**config.mk**
```make
export PLATFORM = sky130hd
export DESIGN_NAME = cosine_similarity_accumulator
export DESIGN_NICKNAME = d
export VERILOG_FILES = /design/src/rtl/csa_pkg.sv /design/src/rtl/csa_ctrl.sv /design/src/rtl/csa_dp.sv /design/src/rtl/cosine_similarity_accumulator.sv
export SDC_FILE = /design/constraint.sdc
export NUM_CORES = 2
export LEC_CHECK = 0
export BUFFER_PORTS_ARGS = -buffer_cell sky130_fd_sc_hd__buf_4
export CAP_MARGIN = 10
export CELL_PAD_IN_SITES_DETAIL_PLACEMENT = 1
export CELL_PAD_IN_SITES_GLOBAL_PLACEMENT = 1
export CORE_MARGIN = 8
export CORE_UTILIZATION = 53
export CTS_BUF_LIST = sky130_fd_sc_hd__clkbuf_8
export DETAILED_ROUTE_END_ITERATION = 10
export PLACE_DENSITY_LB_ADDON = 0.3
export SYNTH_ARGS = -nofsm -noshare
export SYNTH_HDL_FRONTEND = slang
export SYNTH_HIERARCHICAL = 1
export SYNTH_SLANG_ARGS = --single-unit
```
**constraint.sdc**
```tcl
create_clock -name clk_i -period 19.5 [get_ports clk_i]
set_input_delay 0 -clock clk_i [delete_from_list [all_inputs] [get_ports clk_i]]
set_output_delay 0 -clock clk_i [all_outputs]
set_load 0.01 [all_outputs]
```
**src/rtl/csa_pkg.sv**
```systemverilog
// shared constants, command and status types for the cosine similarity accumulator
`timescale 1ns / 1ps

package csa_pkg;

  // defaults for the top level parameters
  localparam int unsigned VecLenMaxDef = 4096;
  localparam int unsigned ElemWidthDef = 16;

  // fixed field and sum widths
  localparam int unsigned FieldW = 16;
  localparam int unsigned AccW   = 48;
  localparam int unsigned ProdW  = 2 * AccW;
  localparam int unsigned LhsW   = 128;
  localparam int unsigned RhsPad = 32;
  localparam int unsigned MagW   = 15;
  localparam int unsigned OddW   = MagW + 1;
  localparam int unsigned SqW    = 2 * OddW;
  localparam int unsigned BitW   = 4;
  localparam int unsigned StepW  = 6;

  // shift-add step counts, minus one
  localparam logic [StepW-1:0] NormSteps = StepW'(AccW - 1);
  localparam logic [StepW-1:0] LhsSteps  = StepW'(SqW - 1);
  localparam logic [BitW-1:0]  TopBit    = BitW'(MagW - 1);

  // controller states
  typedef enum logic [3:0] {
    S_ACCUM,
    S_LD_P,
    S_MUL_P,
    S_LD_D,
    S_MUL_D,
    S_INIT,
    S_LD_L,
    S_MUL_L,
    S_CMP,
    S_OUT
  } state_e;

  // controller to datapath
  typedef struct packed {
    logic accept;
    logic load_p;
    logic load_d;
    logic init;
    logic load_l;
    logic step;
    logic cmp;
    logic out;
  } cmd_t;

  // datapath to controller
  typedef struct packed {
    logic mul_done;
    logic bit_done;
    logic out_full;
  } sts_t;

endpackage

```
**src/rtl/csa_ctrl.sv**
```systemverilog
// controller state machine: accumulate, shift-add multiplies, bit search, result handoff
`timescale 1ns / 1ps

module csa_ctrl (
  input  logic          clk_i,
  input  logic          rst_ni,
  input  logic          in_valid_i,
  input  logic          last_i,
  input  csa_pkg::sts_t sts_i,
  output logic          in_stall_o,
  output csa_pkg::cmd_t cmd_o
);

  csa_pkg::state_e state_q, state_d;

  // state register
  always_ff @(posedge clk_i or negedge rst_ni) begin
    if (!rst_ni) begin
      state_q <= csa_pkg::S_ACCUM;
    end else begin
      state_q <= state_d;
    end
  end

  // next state
  always_comb begin
    state_d = state_q;
    unique case (state_q)
      csa_pkg::S_ACCUM: begin
        if (in_valid_i && last_i) state_d = csa_pkg::S_LD_P;
      end
      csa_pkg::S_LD_P:  state_d = csa_pkg::S_MUL_P;
      csa_pkg::S_MUL_P: begin
        if (sts_i.mul_done) state_d = csa_pkg::S_LD_D;
      end
      csa_pkg::S_LD_D:  state_d = csa_pkg::S_MUL_D;
      csa_pkg::S_MUL_D: begin
        if (sts_i.mul_done) state_d = csa_pkg::S_INIT;
      end
      csa_pkg::S_INIT:  state_d = csa_pkg::S_LD_L;
      csa_pkg::S_LD_L:  state_d = csa_pkg::S_MUL_L;
      csa_pkg::S_MUL_L: begin
        if (sts_i.mul_done) state_d = csa_pkg::S_CMP;
      end
      csa_pkg::S_CMP: begin
        state_d = sts_i.bit_done ? csa_pkg::S_OUT : csa_pkg::S_LD_L;
      end
      csa_pkg::S_OUT: begin
        if (!sts_i.out_full) state_d = csa_pkg::S_ACCUM;
      end
      default: state_d = csa_pkg::S_ACCUM;
    endcase
  end

  // commands
  always_comb begin
    cmd_o      = '0;
    in_stall_o = 1'b1;
    unique case (state_q)
      csa_pkg::S_ACCUM: begin
        in_stall_o    = 1'b0;
        cmd_o.accept  = in_valid_i;
      end
      csa_pkg::S_LD_P:  cmd_o.load_p = 1'b1;
      csa_pkg::S_LD_D:  cmd_o.load_d = 1'b1;
      csa_pkg::S_INIT:  cmd_o.init   = 1'b1;
      csa_pkg::S_LD_L:  cmd_o.load_l = 1'b1;
      csa_pkg::S_MUL_P,
      csa_pkg::S_MUL_D,
      csa_pkg::S_MUL_L: cmd_o.step   = 1'b1;
      csa_pkg::S_CMP:   cmd_o.cmp    = 1'b1;
      csa_pkg::S_OUT:   cmd_o.out    = !sts_i.out_full;
      default: ;
    endcase
  end

endmodule

```
**src/rtl/csa_dp.sv**
```systemverilog
// datapath: running sums, shift-add multiplier, square-root-free bit search, output register
`timescale 1ns / 1ps

module csa_dp #(
  parameter int unsigned VEC_LEN_MAX = csa_pkg::VecLenMaxDef,
  parameter int unsigned ELEM_WIDTH  = csa_pkg::ElemWidthDef
) (
  input  logic                               clk_i,
  input  logic                               rst_ni,
  input  logic signed [csa_pkg::FieldW-1:0]  elem_a_i,
  input  logic signed [csa_pkg::FieldW-1:0]  elem_b_i,
  input  logic                               last_i,
  input  logic                               out_stall_i,
  input  csa_pkg::cmd_t                      cmd_i,
  output csa_pkg::sts_t                      sts_o,
  output logic                               out_valid_o,
  output logic signed [csa_pkg::FieldW-1:0]  similarity_o,
  output logic                               zero_norm_o,
  output logic                               overflow_o
);

  localparam int unsigned CntW = $clog2(VEC_LEN_MAX + 1);
  localparam int unsigned EW2  = 2 * ELEM_WIDTH;

  // element extraction: low ELEM_WIDTH bits, sign taken from the top one (a width above FieldW zero-extends)
  logic signed [ELEM_WIDTH-1:0] a_s, b_s;
  if (ELEM_WIDTH <= csa_pkg::FieldW) begin : g_narrow
    assign a_s = elem_a_i[ELEM_WIDTH-1:0];
    assign b_s = elem_b_i[ELEM_WIDTH-1:0];
  end else begin : g_wide
    assign a_s = ELEM_WIDTH'($unsigned(elem_a_i));
    assign b_s = ELEM_WIDTH'($unsigned(elem_b_i));
  end

  // element products
  logic signed [EW2-1:0] prod_ab, prod_aa, prod_bb;
  assign prod_ab = a_s * b_s;
  assign prod_aa = a_s * a_s;
  assign prod_bb = b_s * b_s;

  // running sums
  logic [csa_pkg::AccW-1:0] dot_q, na_sum_q, nb_sum_q;
  logic [csa_pkg::AccW-1:0] dot_n, na_n, nb_n;
  logic [CntW-1:0]          cnt_q;
  logic                     too_long_q;
  logic                     room;

  assign room  = cnt_q < CntW'(VEC_LEN_MAX);
  assign dot_n = room ? dot_q + csa_pkg::AccW'(prod_ab) : dot_q;
  assign na_n  = room ? na_sum_q + csa_pkg::AccW'(prod_aa) : na_sum_q;
  assign nb_n  = room ? nb_sum_q + csa_pkg::AccW'(prod_bb) : nb_sum_q;

  always_ff @(posedge clk_i or negedge rst_ni) begin
    if (!rst_ni) begin
      dot_q      <= '0;
      na_sum_q   <= '0;
      nb_sum_q   <= '0;
      cnt_q      <= '0;
      too_long_q <= 1'b0;
    end else if (cmd_i.accept) begin
      if (last_i) begin
        dot_q      <= '0;
        na_sum_q   <= '0;
        nb_sum_q   <= '0;
        cnt_q      <= '0;
        too_long_q <= 1'b0;
      end else if (room) begin
        dot_q    <= dot_n;
        na_sum_q <= na_n;
        nb_sum_q <= nb_n;
        cnt_q    <= cnt_q + 1'b1;
      end else begin
        too_long_q <= 1'b1;
      end
    end
  end

  // snapshot of one finished vector
  logic [csa_pkg::AccW-1:0] na_q, nb_q, mag_q;
  logic                     neg_q, zn_q, ovf_q;

  always_ff @(posedge clk_i) begin
    if (cmd_i.accept && last_i) begin
      na_q  <= na_n;
      nb_q  <= nb_n;
      neg_q <= dot_n[csa_pkg::AccW-1];
      mag_q <= dot_n[csa_pkg::AccW-1] ? -dot_n : dot_n;
      zn_q  <= (na_n == '0) || (nb_n == '0);
      ovf_q <= too_long_q || !room;
    end
  end

  // search candidate and its odd square
  logic [csa_pkg::MagW-1:0] r_q, cand;
  logic [csa_pkg::BitW-1:0] bit_q;
  logic [csa_pkg::OddW-1:0] odd;
  logic [csa_pkg::SqW-1:0]  odd_sq;

  assign cand   = r_q | (csa_pkg::MagW'(1) << bit_q);
  assign odd    = {cand, 1'b0} - 1'b1;
  assign odd_sq = odd * odd;

  // shift-add multiplier, one multiplier bit per cycle
  logic [csa_pkg::LhsW-1:0]  mcand_q, acc_q;
  logic [csa_pkg::AccW-1:0]  mplier_q;
  logic [csa_pkg::StepW-1:0] step_q;
  logic [csa_pkg::ProdW-1:0] p_q, dsq_q;
  logic                      lhs_le;

  assign lhs_le = acc_q <= {dsq_q, {csa_pkg::RhsPad{1'b0}}};

  always_ff @(posedge clk_i) begin
    if (cmd_i.load_p) begin
      mcand_q  <= csa_pkg::LhsW'(na_q);
      mplier_q <= nb_q;
      acc_q    <= '0;
      step_q   <= csa_pkg::NormSteps;
    end else if (cmd_i.load_d) begin
      p_q      <= acc_q[csa_pkg::ProdW-1:0];
      mcand_q  <= csa_pkg::LhsW'(mag_q);
      mplier_q <= mag_q;
      acc_q    <= '0;
      step_q   <= csa_pkg::NormSteps;
    end else if (cmd_i.load_l) begin
      mcand_q  <= csa_pkg::LhsW'(p_q);
      mplier_q <= csa_pkg::AccW'(odd_sq);
      acc_q    <= '0;
      step_q   <= csa_pkg::LhsSteps;
    end else if (cmd_i.step) begin
      if (mplier_q[0]) acc_q <= acc_q + mcand_q;
      mcand_q  <= mcand_q << 1;
      mplier_q <= mplier_q >> 1;
      step_q   <= step_q - 1'b1;
    end
  end

  // bit search over the result magnitude, top bit first
  always_ff @(posedge clk_i) begin
    if (cmd_i.init) begin
      dsq_q <= acc_q[csa_pkg::ProdW-1:0];
      r_q   <= '0;
      bit_q <= csa_pkg::TopBit;
    end else if (cmd_i.cmp) begin
      if (lhs_le) r_q <= cand;
      bit_q <= bit_q - 1'b1;
    end
  end

  // output register
  logic                              out_valid_q;
  logic signed [csa_pkg::FieldW-1:0] sim_q;
  logic                              zn_out_q, ovf_out_q;
  logic [csa_pkg::FieldW-1:0]        r_ext;

  assign r_ext = csa_pkg::FieldW'(r_q);

  always_ff @(posedge clk_i or negedge rst_ni) begin
    if (!rst_ni) begin
      out_valid_q <= 1'b0;
    end else if (cmd_i.out) begin
      out_valid_q <= 1'b1;
    end else if (out_valid_q && !out_stall_i) begin
      out_valid_q <= 1'b0;
    end
  end

  always_ff @(posedge clk_i) begin
    if (cmd_i.out) begin
      if (zn_q) begin
        sim_q <= '0;
      end else begin
        sim_q <= neg_q ? -r_ext : r_ext;
      end
      zn_out_q  <= zn_q;
      ovf_out_q <= ovf_q;
    end
  end

  // status
  assign sts_o.mul_done = step_q == '0;
  assign sts_o.bit_done = bit_q == '0;
  assign sts_o.out_full = out_valid_q;

  assign out_valid_o  = out_valid_q;
  assign similarity_o = sim_q;
  assign zero_norm_o  = zn_out_q;
  assign overflow_o   = ovf_out_q;

endmodule

```
**src/rtl/cosine_similarity_accumulator.sv**
```systemverilog
// top level: cosine similarity of two streamed vectors in signed Q1.15
//
// channel  direction  handshake                 words
// input    in         in_valid_i / in_stall_o   elem_a_i, elem_b_i, last_i
// output   out        out_valid_o / out_stall_i similarity_o, zero_norm_o, overflow_o
//
// while accumulating, one element pair is taken every cycle (multiply-add of three sums)
// after the word marked last the input stalls while the shift-add multiplies run one
// bit per cycle through a 128-bit adder: norm product, dot square, one per search bit
// the result sits in an output register; a held result only stalls the next vector end
// rst_ni clears the sums, the pair count and the output valid asynchronously
`timescale 1ns / 1ps

module cosine_similarity_accumulator #(
  parameter int unsigned VEC_LEN_MAX = csa_pkg::VecLenMaxDef,
  parameter int unsigned ELEM_WIDTH  = csa_pkg::ElemWidthDef
) (
  input  logic                              clk_i,
  input  logic                              rst_ni,
  input  logic                              in_valid_i,
  output logic                              in_stall_o,
  input  logic signed [csa_pkg::FieldW-1:0] elem_a_i,
  input  logic signed [csa_pkg::FieldW-1:0] elem_b_i,
  input  logic                              last_i,
  output logic                              out_valid_o,
  input  logic                              out_stall_i,
  output logic signed [csa_pkg::FieldW-1:0] similarity_o,
  output logic                              zero_norm_o,
  output logic                              overflow_o
);

  csa_pkg::cmd_t cmd;
  csa_pkg::sts_t sts;

  // sequencer
  csa_ctrl u_ctrl (
    .clk_i      (clk_i),
    .rst_ni     (rst_ni),
    .in_valid_i (in_valid_i),
    .last_i     (last_i),
    .sts_i      (sts),
    .in_stall_o (in_stall_o),
    .cmd_o      (cmd)
  );

  // arithmetic
  csa_dp #(
    .VEC_LEN_MAX (VEC_LEN_MAX),
    .ELEM_WIDTH  (ELEM_WIDTH)
  ) u_dp (
    .clk_i        (clk_i),
    .rst_ni       (rst_ni),
    .elem_a_i     (elem_a_i),
    .elem_b_i     (elem_b_i),
    .last_i       (last_i),
    .out_stall_i  (out_stall_i),
    .cmd_i        (cmd),
    .sts_o        (sts),
    .out_valid_o  (out_valid_o),
    .similarity_o (similarity_o),
    .zero_norm_o  (zero_norm_o),
    .overflow_o   (overflow_o)
  );

endmodule

```
==> metrics <==
largest net degree at the start of global routing=177; syn_area_per_cell=9.18 um2; Critical Path RT=20.07 ns; multi-input logic area=57800 um2; Mapped Cells=9440; core area=163000 um2; Tmin final=11.31 ns; synth unique cells=104; count of final setup violators=0; die width=420 um; Nets=11.0k; Clock Sinks=849; Slowest-stage cell, CP=xor2_1; clk slew on worst S/H paths=0.07 ns; CP Launch Type=flop; Post-Syn Nets=11.1k; clk_lat worst skew=0.87 ns; die area=177000 um2; critical path class=reg2reg; Seq/Total Area, Yosys=25.8%; H-tree levels=4; setup TNS=0 ns; Root Buffer=clkbuf_8; post-synth top area share=21.0%; DP HPWL=222000 um; ys flop type=edfxtp_1; slew margin rel.=18.6%; post-DR wirelength/cell=24.8 um; Synth area leader=fa_1; Mapped Area=86700 um2; HP Class=in2reg; global-route wire length before repair=446000 um; post_cts resized=0; gr ovfl total=0; number of vias per cell=6.11; cell mode on critical path=fa_1; Peak Freq=0.0884 GHz; std cell rows=148; Total GRT Usage=32.1%; Async SR Flop Fraction=19.2%; Port-buffer cells=56; number of CTS-inserted buffers=144; synth top area cells=fa_1 21%, edfxtp_1 16%, ha_1 10%; Period Utilization, post-route=58.0%; Via Count=70.9k; DRC viols=0; Max Slew Vio Count=0; Max Cap Viol=0; Routed Antenna Nets=0; CTS tree=done; initial DRC count=5246; worst-path fanout max=13; CTS max path bufs=3; vias in the first global route=77.9k; commonest non-fill, non-tap cells in the layout=1369 x inv_1, 982 x nand2_1, 908 x fa_1; clk_skew=0.0358 ns; Initial Util=53.3%; most common cell after layout, fill and taps aside=inv_1; Area growth syn-to-layout=6.11%; # fillers=18.8k; Ports=57; Synth Warn #=6; Hold Fails Final Rpt=0; Post-synth EDFFs=453; Total Wirelength=288000 um; Final Wtd Congestion=0.956; Worst-Margin Slew=1.21 ns; status=complete, no violations; Die Y=420 um; RSZ-0062 raised after global routing=no; Worst EP arrival=11.88 ns; CP peak stage delay=0.81 ns; share of cells above drive strength 1=4.88%; Seq cells post-synth=849; initial antenna violation count=3; drt first pass iters=8; Worst setup EP type=flop; Reg area=22400 um2
-- state kept, by name, indices dropped and copies added, names as in the netlist, 4 cells and up --
register and flops:
u_dp/step_q 6, u_dp/mag_q 48, u_dp/na_q 48, u_dp/p_q 96
u_ctrl/state_q 4, u_dp/nb_sum_q 48, u_dp/bit_q 4, u_dp/similarity_o 16
u_dp/mplier_q 48, u_dp/dot_q 48, u_dp/na_sum_q 48, u_dp/mcand_q 128
u_dp/r_q 15, u_dp/nb_q 48, u_dp/acc_q 128, u_dp/dsq_q 96
u_dp/cnt_q 13
-- per-stage QoR --
stage                     worst slack (ns)  hold slack [ns]  cell area, um2  utilization, %  std cells
after floorplan                       9.67           -0.296           86700               -       9440
after global placement                8.26           0.0386           88900            54.7      11300
after detailed placement              7.73           0.0426           88900            54.7      11300
after CTS                             8.33           0.0322           91900            56.6      11600
after global routing                  7.37            0.111           92000            56.6      11600
final                                 8.19            0.106           92000            56.6      11600
-- final timing paths --
check | start | slack, ns | endpoint | depth (start not counted)
max | u_dp/bit_q[0] | 8.19 | u_dp/mplier_q[30] | 33
min | elem_b_i[0] | 0.11 | u_dp/nb_q[0] | 4
max reg2reg | u_dp/bit_q[0] | 8.19 | u_dp/mplier_q[30] | 33
min reg2reg | u_dp/ovf_q | 0.45 | u_dp/overflow_o | 0
max in group asynchronous | rst_ni | 17.53 | u_dp/nb_sum_q[42] | 5
min in group asynchronous | rst_ni | 0.30 | u_dp/na_sum_q[15] | 4
-- cells in the mapped netlist (13+ instances only) --
library cell / count
a22oi_1: 51
xor2_1: 150
nand2_1: 984
mux2_2: 27
o211a_1: 13
o22ai_1: 19
o31ai_1: 53
o21bai_1: 65
clkbuf_1: 338
nor3_1: 96
and2_1: 215
a211oi_1: 62
dfxtp_1: 233
a22o_1: 100
a211o_1: 14
a221oi_1: 21
xnor2_1: 274
inv_1: 1327
edfxtp_1: 453
o21ai_1: 28
nor4_1: 39
buf_2: 19
mux2i_1: 149
nand3_1: 123
fa_1: 908
o21a_1: 75
nor2b_1: 72
and3_1: 63
or4_1: 18
or3_1: 34
nor3b_1: 15
nor2_1: 657
a21oi_1: 633
or2_2: 30
a31oi_1: 53
ha_1: 721
nand4_1: 97
a21o_1: 226
o211ai_1: 35
nand2b_1: 72
o31a_1: 20
buf_1: 43
o21ai_0: 434
dfrtp_1: 163
-- cell families after synthesis --
logic type	count (synthesis)	synth area share [%]
adders and majority gates	1629	31.4
DFF	849	25.8
xor gates and xnor gates	424	4.29
buffers and inverters	1743	7.60
AOI/OAI and AO/OA	2043	15.1
and+or+nand+nor	2574	13.8
muxes	178	2.10
-- critical path: cells and delay by family (launching register included) --
family,cells,cell delay [ns]
buf+inv,5,0.84
simple gates,8,1.73
fa+ha+maj,8,3.92
flops,1,0.43
xor+xnor,2,1.29
compound gates,10,2.82
-- metal layers --
layer	global-route usage [%]	vias up	share of wire [%]
li1	-	31500	-
met1	38.6	36300	39
met5	0	-	0
met3	3.73	753	5.3
met4	17.4	0	6.2
met2	56.3	2418	50
-- timing repair --
action,CTS,global route
hold endpoints to repair,176,0
hold buffers,9,0
buffers inserted,0,0
-- cell type report --
| class | instances | share of cell area, % |
|---|---|---|
| antenna | 4 | 0.0109 |
| clock buffer | 161 | 2.41 |
| clock inverter | 106 | 0.801 |
| inverter | 1337 | 5.46 |
| multi-input combinational | 6848 | 62.9 |
| sequential | 849 | 24.3 |
| tap | 2175 | 2.96 |
| timing repair buffer | 133 | 1.16 |
Power is left out: the tool's default activity adds up to more than one toggle a clock period on the data nets, which glitch-free logic cannot reach.
